`config.mk`:
```
export PLATFORM = sky130hd
export DESIGN_NAME = semq_ram
export DESIGN_NICKNAME = d
export VERILOG_FILES = /design/src/rtl/core/semq_ram.sv
export SDC_FILE = /design/constraint.sdc
export NUM_CORES = 1
export LEC_CHECK = 0
export BUFFER_PORTS_ARGS = -buffer_cell sky130_fd_sc_hd__buf_2
export CAP_MARGIN = 30
export CORE_ASPECT_RATIO = 2
export CORE_MARGIN = 2
export CORE_UTILIZATION = 30
export DETAILED_ROUTE_END_ITERATION = 16
export GPL_TIMING_DRIVEN = 1
export SLEW_MARGIN = 20
export SYNTH_ARGS = -nofsm -noshare
export SYNTH_HDL_FRONTEND = slang
export SYNTH_SLANG_ARGS = --single-unit
```
`constraint.sdc`:
```
create_clock -name clk -period 3.1 [get_ports clk]
set_input_delay 0.465 -clock clk [delete_from_list [all_inputs] [get_ports clk]]
set_output_delay 0.465 -clock clk [all_outputs]
set_load 0.01 [all_outputs]
```
`src/rtl/core/semq_ram.sv`:
```
`timescale 1ns / 1ps

module semq_ram #(
	parameter int DEPTH = 16,
	parameter int WIDTH = 16,
	parameter int AW    = (DEPTH > 1) ? $clog2(DEPTH) : 1
) (
	input  logic             clk,
	input  logic             we,
	input  logic [AW-1:0]    waddr,
	input  logic [WIDTH-1:0] wdata,
	input  logic [AW-1:0]    raddr,
	output logic [WIDTH-1:0] rdata
);

	logic [WIDTH-1:0] mem_q [DEPTH];
	logic [WIDTH-1:0] rdata_q;

	always_ff @(posedge clk) begin
		if (we) begin
			mem_q[waddr] <= wdata;
		end
	end

	always_ff @(posedge clk) begin
		rdata_q <= mem_q[raddr];
	end

	assign rdata = rdata_q;

endmodule
```
* Word-level counts from Yosys, hierarchy flattened
Memory sizes are Yosys's and may differ from the RTL's. A register that Yosys moved wholly into a read port is not among the register bits.
Index checks and enable logic that the tools add are counted.
** Word-level totals
- Register bits after elaboration :: 0
- Memory bits (writable) :: 256
- Output and inout port bits :: 16
- Logic and storage cells :: 3
- Memories :: 1
** Cells by class
- Muxes and demuxes :: 2
** Memory list
- mem_q :: words 16, width 16, read ports 1, clocked after Yosys merged registers in 1, wr ports 1, RTL line 16 : logic [WIDTH-1:0] mem_q [DEPTH];
** Operator list (count)
- two-way mux 1 bit :: 2

* Longest topological paths before layout
Gate-level depths: netlist of the first run.
- Word-level depth :: 2
- Mapped depth :: 5

* Worst setup path before layout of the first run
No wires, ideal clock.
- Path kind :: input-to-reg
- Start :: in waddr[2]
- End :: mem mem_q[0][0], enable pin
- Library setup time :: 0.409 ns
- Data arrival time :: 2.111 ns
- Data required time :: 2.691 ns
- Setup slack :: 0.580 ns
- Cell stages on the path :: 2
- Buffers on the path :: 0
- Path through :: or3b_2 > nor3_1
** RTL lines
- start: declaration :: RTL line 10 : input logic [AW-1:0] waddr,
- end: declaration :: RTL line 16
No word-level cell before the write port.

* Worst setup path after layout of the first run
- Start :: in waddr[2]
- End :: mem mem_q[1][11], enable pin
No word-level cell before the write port.

==> key figures, run 1 <==
STA
  • Clk_skew: 7.61 ps
  • Fmax: 569 MHz
  • RSZ-0062 raised after global routing: false
  • Max transition margin: 0.623
  • Final worst slack: 1340 ps
  • Final cycle utilization of the critical path: 0.567
  • Fin. max-slew vios: 0
  • Slew @ Worst Pin: 565 ps
  • Final Critical Period: 1760 ps
  • Final hold vios: 0
  • Setup TNS Final: 0 ps
  • Final setup vio count: 0

Die
  • I/O Pins: 42
  • Core Box Area: 0.0329 sq mm
  • Cell row count: 94
  • Initial Util: 0.305
  • Die width: 133 um
  • Die footprint: 0.0350 sq mm
  • Die height: 263 um

Worst setup path
  • Critical Path RT: 3290 ps
  • CP Class: primary input to register
  • Slowest cell on crit path: or3b_2
  • Endpoint type of the worst setup path: register
  • Crit-path cells: buf_2 -> or3b_2 -> nor2_2 -> buf_4
  • CP max stage delay: 540 ps
  • CP startpoint kind: primary input
  • Worst path arrival time: 1950 ps
  • Worst Path Max Fanout: 9

Layout
  • Final Non-Filler Cells: 946
  • Ant. Diodes: 0
  • Post-layout util: 0.353
  • Area of the multi-input gates: 0.00196 sq mm
  • Final net count: 526
  • Fill cells: 3,061
  • Share of cells above drive strength 1: 0.333
  • FF/Latch Area: 0.00801 sq mm
  • Area Overhead vs Synth: 15.9%

GRT
  • Gr ovfl total: 0
  • Global-route wire length before repair: 31,400 um
  • Initial antenna violation count: 0
  • Vias in the first global route: 4,976
  • Largest net degree at the start of global routing: 40
  • GRT Total Usage: 0.122

Detailed routing
  • Via/cell ratio: 4.75
  • Drt drc: 0
  • Wirelength per Cell: 22.6 um
  • Final ANT Viol Nets: 0
  • Routed wire length: 21,400 um
  • Via Count: 4,497
  • 1st-iter DRT viols: 268
  • DR pass1 iterations: 4

Synthesis
  • Synth cell count leaders: edfxtp_1 (256), mux4_2 (54), a22oi_1 (32), nand2_1 (17), dfxtp_1 (16)
  • Largest family of logic cells by synthesized area: multiplexers
  • Yosys top cell area share: 0.765
  • Post-synth net total: 458
  • Ranking of synthesized cells by area: edfxtp_1 (77%), mux4_2 (12%), dfxtp_1 (3.2%), mux4_1 (2.6%), a22oi_1 (2.4%)
  • Post-Synth Simple-Gate Area: 0.0192
  • Post-synthesis cell area: 0.0100 sq mm
  • Mux cell area share after synthesis: 0.147
  • Synthesized flop and latch total: 272
  • Synth warn: 0
  • Cells after synthesis: 432
  • Yosys top cell by area: edfxtp_1
  • Adder-cell share of the synthesized area: 0
  • Post-synthesis sequential area ratio: 0.797
  • Synth Area in Compound Gates: 0.0239
  • Post-synth ARST share: 0
  • Most common cell in the netlist: edfxtp_1
  • EDFF count, synth: 256
  • Post-Syn Area per Cell: 23.2 sq um
  • Synth Area in XOR/XNOR: 0
  • Predominant post-synthesis flop cell: edfxtp_1
  • Unique masters post-synth: 19

Clocking
  • Worst-path clk slew: 70 ps
  • H-Tree Level Count: 1
  • CTS Buf Count: 21
  • Clock latency on the worst-skew pair: 500 ps
  • Hold-fix buffers, CTS: 0
  • Cts repair resizes: 0
  • TritonCTS clock tree: built
  • Root Driver: clkbuf_16
  • Clk buf depth: 3
  • Postcts setup bufs: 0
  • Sink Count: 272

Power
  • Leakage: 3.72 nW
  • Worst vdd ir: 0.288 mV
  • PwrDens: 624 mW/mm^2

Placement
  • Place WS: 799 ps
  • Placed cell count: 908
  • Hpwl dp: 13,200 um
  • Final GP Congestion: 0.757
  • Number of I/O port buffers: 41

Job
  • Max-cap violations: 0

Run status
  • Status: finished, final reports clean

Min path
  • Hold Path Class: primary input to register
## power by group
group / internal (W) / switching [W] / total (W)
sequential: 0.00411 / 0.0000266 / 0.00413
combinational: 0.000155 / 0.000217 / 0.000372
clock: 0.00156 / 0.00121 / 0.00277
total: 0.00582 / 0.00145 / 0.00727
## through the flow
step	hold WS [ps]	instance area (sq um)	power, W
6_report	332	11600	0.00727
3_5_place_dp	661	10900	0.00460
4_1_cts	318	11600	0.00734
2_1_floorplan	564	10000	0.00442
5_1_grt	339	11600	0.00747
3_3_place_gp	649	10900	0.00458
## worst max-delay path, delay by kind of cell
family	cells	cell delay (ps)
simple gates	2	1010
buf+inv	2	470
## registers in the layout, indices dropped and copies added, names as in the netlist
name,cells
mem_q,256
rdata,16
## logic make-up (layout without fill, tap and decap cells)
logic type / Yosys count / after routing
AOI/OAI and AO/OA: 32 / 32
buffers and inverters: 21 / 103
DFF: 272 / 272
muxes: 64 / 64
and+or+nand+nor: 43 / 43
## worst paths after layout
kind	from	to	slack, ps	cells after the start
max	waddr[2]	mem_q[1][11]$_DFFE_PP_	1340	4
min	wdata[11]	mem_q[12][11]$_DFFE_PP_	330	1
max reg2reg	mem_q[1][4]$_DFFE_PP_	rdata[4]$_DFF_P_	1740	3
min reg2reg	mem_q[13][15]$_DFFE_PP_	rdata[15]$_DFF_P_	670	3
## layout make-up
class,count,share of cell area
multi-input combinational,139,0.169
clock inverter,11,0.0123
tap,432,0.0464
clock buffer,26,0.0485
sequential,272,0.688
timing repair buffer,66,0.0364
## metal layers
metal,track usage,wire length (um),vias to the layer above
met3,0.0106,681,43
met4,0.0575,811,0
met1,0.134,7780,2365
li1,-,-,1967
met2,0.233,12100,122
met5,0,0,-
## cell usage in the layout (no fill, tap or decap), drive strengths merged
master,instances
a22oi,32
and2,1
buf,66
bufinv,3
clkbuf,26
clkinv,5
clkinvlp,2
dfxtp,16
edfxtp,256
inv,1
mux4,64
nand2,17
nand2b,2
nand3,1
nand3b,2
nor2,13
nor2b,2
nor3,4
or3b,1
No activity file was read; power rests on OpenSTA's default activity.
==> run 2: changes to the inputs <==
clock period = 1.7 ns   (was 3.1 ns; I/O delays follow)
==> run 2 against run 1 <==
- count of clock-buffer cells in the layout is the same
- worst hold slack worse by 210 ps
- register-to-register slack lost 1400 ps
- non-clock buffer count increased by 23
- sequential share of layout area shrank 1.4 points
- utilization increased by 0.76 points
- die area unchanged
- final cell count increased by 2.5%
- clock power grew 66%
==> key figures, run 2 (synthesis results as in run 1) <==
Layout
  • Post-layout util: 0.361 (+0.00760)
  • Final net count: 549 (+4.4%)
  • Most flops, register: mem_q
  • Most frequent cells in the layout: edfxtp_1 (256), mux4_2 (54), buf_2 (40)
  • Share of cells above drive strength 1: 0.354 (+0.0211)
  • Max FFs per register: 256 (unchanged)
  • Area Overhead vs Synth: 18.4%
  • Commonest non-fill, non-tap cell in the layout: edfxtp_1
  • Final Non-Filler Cells: 970 (+2.5%)

STA
  • Fin. max-slew vios: 0 (unchanged)
  • Final hold vios: 0 (unchanged)
  • Final setup vio count: 0 (unchanged)
  • Fmax: 722 MHz
  • Final cycle utilization of the critical path: 0.815
  • Final Critical Period: 1390 ps
  • RSZ-0062 raised after global routing: false
  • Clk_skew: 7.77 ps (+0.166 ps)
  • WHS: 121 ps (-211 ps)
  • Setup TNS Final: 0 ps (unchanged)
  • Slew @ Worst Pin: 684 ps (+119 ps)
  • Max transition margin: 0.544 (-0.0793)

Die
  • Die height: 263 um (unchanged)
  • Core Box Area: 0.0329 sq mm (unchanged)
  • Cell row count: 94 (unchanged)
  • I/O Pins: 42 (unchanged)
  • Die footprint: 0.0350 sq mm (unchanged)
  • Initial Util: 0.305 (unchanged)
  • Die width: 133 um (unchanged)

Clocking
  • Sink Count: 272 (unchanged)
  • Cts repair resizes: 0 (unchanged)
  • TritonCTS clock tree: built
  • H-Tree Level Count: 1 (unchanged)
  • Clk buf depth: 3 (unchanged)
  • Worst-path clk slew: 70 ps (about the same)
  • CTS Buf Count: 21 (unchanged)
  • Root Driver: clkbuf_16
  • Clock latency on the worst-skew pair: 500 ps (about the same)
  • Hold-fix buffers, CTS: 0 (unchanged)
  • Postcts setup bufs: 0 (unchanged)

GRT
  • Vias in the first global route: 5,123 (+3.0%)
  • Initial antenna violation count: 1 (+1)
  • Met1 Track Usage GR: 0.137 (+0.00252)
  • Largest net degree at the start of global routing: 32 (-20%)
  • Gr ovfl total: 0 (unchanged)
  • Most used routing layer: met2
  • Met2 Usage GRT: 0.234 (+0.000697)
  • Global-route wire length before repair: 31,800 um (+1.3%)
  • GRT Total Usage: 0.122 (about the same)
  • M3 GR Usage: 0.0110 (+0.000386)

Detailed routing
  • 1st-iter DRT viols: 448 (+67%)
  • Via Count: 4,618 (+2.7%)
  • DR pass1 iterations: 4 (unchanged)
  • Wirelength per Cell: 21.8 um (-3.4%)
  • Drt drc: 0 (unchanged)
  • Routed wire length: 21,200 um (-0.99%)
  • Via/cell ratio: 4.76 (+0.15%)
  • Final ANT Viol Nets: 0 (unchanged)

Job
  • Max-cap violations: 0 (unchanged)

Worst setup path
  • Endpoint type of the worst setup path: register
  • Worst Path Max Fanout: 1 (-8)
  • Worst path arrival time: 1740 ps (-210 ps)
  • CP startpoint kind: register
  • Critical Path RT: 2050 ps (-1240 ps)
  • CP Class: register to register

Placement
  • Final GP Congestion: 0.742 (-2.1%)
  • Hpwl dp: 13,700 um (+3.3%)
  • Number of I/O port buffers: 41 (unchanged)
  • Placed cell count: 931 (+2.5%)

Power
  • PwrDens: 1080 mW/mm^2 (+73%)
  • Worst vdd ir: 0.667 mV (+130%)
  • Leakage: 3.84 nW (+3.1%)

Run status
  • Status: finished, final reports clean

Min path
  • Hold Path Class: primary input to register
## run 2: cell types whose count changed in the layout (fill, tap and decap cells not counted), sizes merged
cell	before	now
buf	66	89
diode	0	1
clkinv	5	7
inv	1	0
clkinvlp	2	3
bufinv	3	1
## run 2: path summary, 6_finish.rpt
kind,start,to,slack (ps),cells after the start
hold reg to reg,mem_q[15][13]$_DFFE_PP_,rdata[13]$_DFF_P_,670,3
hold / removal,wdata[9],mem_q[0][9]$_DFFE_PP_,120,1
setup / recovery,mem_q[8][8]$_DFFE_PP_,rdata[8]$_DFF_P_,310,3
setup reg to reg,mem_q[8][8]$_DFFE_PP_,rdata[8]$_DFF_P_,310,3
## run 2: final cells by class
class	count	area, sq um
Multi-Input combinational cell	139	1970
Clock inverter	11	85.1
Clock buffer	26	544
Antenna cell	1	2.50
Sequential cell	272	8010
Tap cell	432	541
Fill cell	3068	21000
Timing Repair Buffer	89	743
## run 2: critical path, cell delays in order (launching register included)
cell	delay (ps)
edfxtp_1	370
mux4_2	460
a22oi_1	250
nand2_1	160
## run 2: report_power, final
group	leakage, nW	internal [W]	total (W)	switching (W)
clock network	0.302	0.00244	0.00461	0.00217
logic	1.09	0.000329	0.000735	0.000405
registers	2.45	0.00749	0.00753	0.0000466
total	3.84	0.0103	0.0129	0.00262
## run 2: metrics by stage
step / instance area, sq um / setup WS (ps) / power [W]
detailed placement: 11300 / -81.8 / 0.00844
CTS: 11900 / 305 / 0.0130
global placement: 11200 / -129 / 0.00841
finish: 11900 / 314 / 0.0129
floorplan: 10100 / -190 / 0.00806
global route: 11900 / 278 / 0.0133
## run 2: per-layer routing
| metal | up-vias | wire (um) |
|---|---|---|
| met3 | 32 | 771 |
| met5 | - | 0 |
| li1 | 2013 | - |
| met4 | 0 | 616 |
| met1 | 2466 | 7580 |
| met2 | 107 | 12200 |
==> run 3: changes to the inputs <==
ABC_AREA = 1   (was not set)
clock period = 1.4 ns   (was 1.7 ns; I/O delays follow)
==> run 3 against run 2 <==
- power grew 33%
- global-route usage grew 2.1 points
- sequential power grew 22%
- sequential share of layout area shrank 7.9 points
- utilization shrank 0.35 points
- largest power group unchanged
- synthesized cell count grew 150%
- non-clock buffer count grew 5
- worst setup slack lost 240 ps
- first-iteration DRC count grew 19%
- register-to-register slack gained 50 ps
- via count grew 60%
==> key figures, run 3 <==
STA
  • Fin. max-slew vios: 0 (unchanged)
  • Clk_skew: 9.57 ps (+1.79 ps)
  • Final Critical Period: 1330 ps
  • Slew @ Worst Pin: 404 ps (-280 ps)
  • WHS: 42.5 ps (-79.0 ps)
  • Fmax: 752 MHz
  • Max transition margin: 0.731 (+0.187)
  • Final cycle utilization of the critical path: 0.950
  • Final hold vios: 0 (unchanged)
  • Final setup vio count: 0 (unchanged)
  • RSZ-0062 raised after global routing: false

GRT
  • Vias in the first global route: 7,331 (+43%)
  • Largest net degree at the start of global routing: 38 (+19%)
  • GRT Total Usage: 0.144 (+0.0214)
  • Global-route wire length before repair: 43,200 um (+36%)
  • Initial antenna violation count: 1 (unchanged)
  • Gr ovfl total: 0 (unchanged)

Synthesis
  • Ranking of synthesized cells by area: edfxtp_1 (68%), nand2_1 (11%), nand3_1 (8.5%), inv_1 (6.5%), dfxtp_1 (2.8%)
  • Predominant post-synthesis flop cell: edfxtp_1
  • Yosys top cell area share: 0.675 (-0.0900)
  • Post-synthesis cell area: 0.0114 sq mm (+13%)
  • Post-synthesis sequential area ratio: 0.704 (-0.0937)
  • Unique masters post-synth: 13 (-6)
  • EDFF count, synth: 256 (unchanged)
  • Most common cell in the netlist: nand2_1
  • Synth cell count leaders: nand2_1 (341), edfxtp_1 (256), inv_1 (196), nand3_1 (193), buf_2 (19)
  • Cells after synthesis: 1,074 (+150%)
  • Post-synth ARST share: 0 (unchanged)
  • Yosys top cell by area: edfxtp_1
  • Synth warn: 0 (unchanged)
  • Synthesized flop and latch total: 272 (unchanged)
  • Post-Syn Area per Cell: 10.6 sq um (-54%)
  • Post-synth net total: 1,100 (+140%)

Worst setup path
  • CP startpoint kind: register
  • Crit-path cells: buf_2
  • Critical Path RT: 1190 ps (-860 ps)
  • Slowest cell on crit path: dfxtp_1
  • Top delay family on crit path: flip-flops
  • RR Startpoint: mem_q[13][6]$_DFFE_PP_
  • Endpoint type of the worst setup path: primary output
  • CP max stage delay: 420 ps (-40 ps)
  • Worst path arrival time: 1120 ps (-620 ps)
  • Worst Path Max Fanout: 1 (unchanged)
  • Crit path from: rdata[13]$_DFF_P_
  • CP Class: register to primary output
  • Worst path buffer plus inverter count: 1 (+1)

Die
  • Die width: 142 um (+6.3%)
  • Die height: 279 um (+6.4%)
  • Core Box Area: 0.0377 sq mm (+14%)
  • Initial Util: 0.302 (-0.00276)
  • I/O Pins: 42 (unchanged)
  • Cell row count: 101 (+7.4%)
  • Die footprint: 0.0396 sq mm (+13%)

Layout
  • Commonest non-fill, non-tap cell in the layout: nand2_1
  • Area Overhead vs Synth: 18.3% (about the same)
  • Final Non-Filler Cells: 1,629 (+68%)
  • Ant. Diodes: 0 (-1)
  • Most flops, register: mem_q
  • Final net count: 1,172 (+110%)
  • Most frequent cells in the layout: nand2_1 (341), edfxtp_1 (256), inv_1 (196)
  • Fill cells: 3,760 (+23%)
  • Max FFs per register: 256 (unchanged)
  • Share of cells above drive strength 1: 0.125 (-0.229)

Clocking
  • Root Driver: clkbuf_16
  • Clock latency on the worst-skew pair: 530 ps (+30 ps)
  • Cts repair resizes: 0 (unchanged)
  • TritonCTS clock tree: built
  • Clk buf depth: 3 (unchanged)
  • Worst-path clk slew: 60 ps (about the same)
  • Sink Count: 272 (unchanged)
  • Hold-fix buffers, CTS: 0 (unchanged)
  • CTS Buf Count: 27 (+29%)
  • Postcts setup bufs: 0 (unchanged)
  • H-Tree Level Count: 1 (unchanged)

Placement
  • Hpwl dp: 17,200 um (+26%)
  • Final GP Congestion: 0.795 (+7.3%)
  • Number of I/O port buffers: 41 (unchanged)
  • Placed cell count: 1,580 (+70%)

Detailed routing
  • Via/cell ratio: 4.55 (-4.5%)
  • 1st-iter DRT viols: 532 (+19%)
  • Routed wire length: 28,000 um (+32%)
  • Wirelength per Cell: 17.2 um (-21%)
  • DR pass1 iterations: 5 (+1)
  • Drt drc: 0 (unchanged)
  • Final ANT Viol Nets: 0 (unchanged)
  • Via Count: 7,405 (+60%)

Min path
  • Hold Path Class: primary input to register
  • Hold wc startpoint: raddr[3]

Power
  • Internal: 0.0133 W (+29%)
  • P_sw: 0.00378 W (+45%)
  • Clock network power share: 0.391 (+0.033)
  • PwrDens: 1270 mW/mm^2 (+17%)
  • Flop pwr share: 0.538 (-0.047)
  • Leakage: 5.69 nW (+48%)
  • Logic pwr share: 0.071 (+0.014)
  • Worst vdd ir: 1.06 mV (+59%)
  • Sw frac: 0.222 (+0.0185)

Job
  • Max-cap violations: 0 (unchanged)

Run status
  • Status: finished, final reports clean
[run 3: changes by cell type in the layout (fill, tap and decap cells not counted), sizes merged, moves of 5 or more]
cell and change:
a22oi -32, buf +5, clkbuf +11, inv +198, mux4 -64, nand2 +324, nand3 +192
[run 3: metal layers]
layer,vias up,share of wire,track usage
met4,2,0.028,0.0451
li1,3615,-,-
met3,52,0.052,0.0198
met2,208,0.48,0.237
met5,-,0.00025,0
met1,3528,0.44,0.196
[run 3: cell families after synthesis]
family / Yosys count / synth area share
simple gates: 553 / 0.204
flops: 272 / 0.704
buf+inv: 249 / 0.0921
[run 3: cell type report]
cell class / count / area (sq um) / area share
clock buffers: 37 / 723 / 0.0537
clock inverters: 12 / 77.6 / 0.00576
inverters: 198 / 746 / 0.0554
multi-input cells: 553 / 2360 / 0.176
flip-flops and latches: 272 / 8010 / 0.595
well taps: 463 / 579 / 0.0430
repair buffers: 94 / 968 / 0.0719
[run 3: final timing paths]
path	depth (start not counted)	end	slack [ps]
setup / recovery	1	rdata[13]	70
hold / removal	4	rdata[7]$_DFF_P_	40
setup reg to reg	6	rdata[6]$_DFF_P_	360
hold reg to reg	6	rdata[7]$_DFF_P_	660
[run 3: through the flow]
| stage | setup WS [ps] | setup TNS, ps | total power (W) | cell area, sq um | utilization |
|---|---|---|---|---|---|
| 2_1_floorplan | -110 | -17480 | 0.00996 | 11400 | - |
| 3_3_place_gp | 1.71 | 0 | 0.0106 | 12700 | 0.336 |
| 3_5_place_dp | -8.05 | -94.2 | 0.0106 | 12700 | 0.336 |
| 4_1_cts | 8.50 | 0 | 0.0172 | 13500 | 0.358 |
| 5_1_grt | 25.6 | 0 | 0.0176 | 13500 | 0.358 |
| 6_report | 70.1 | 0 | 0.0171 | 13500 | 0.358 |
[run 3: power groups by stage]
stage	logic (W)	clock network [W]	registers (W)
global route	0.00136	0.00708	0.00919
floorplan	0.000618	0	0.00934
global placement	0.00122	0	0.00935
detailed placement	0.00123	0	0.00935
CTS	0.00124	0.00683	0.00918
finish	0.00122	0.00667	0.00918
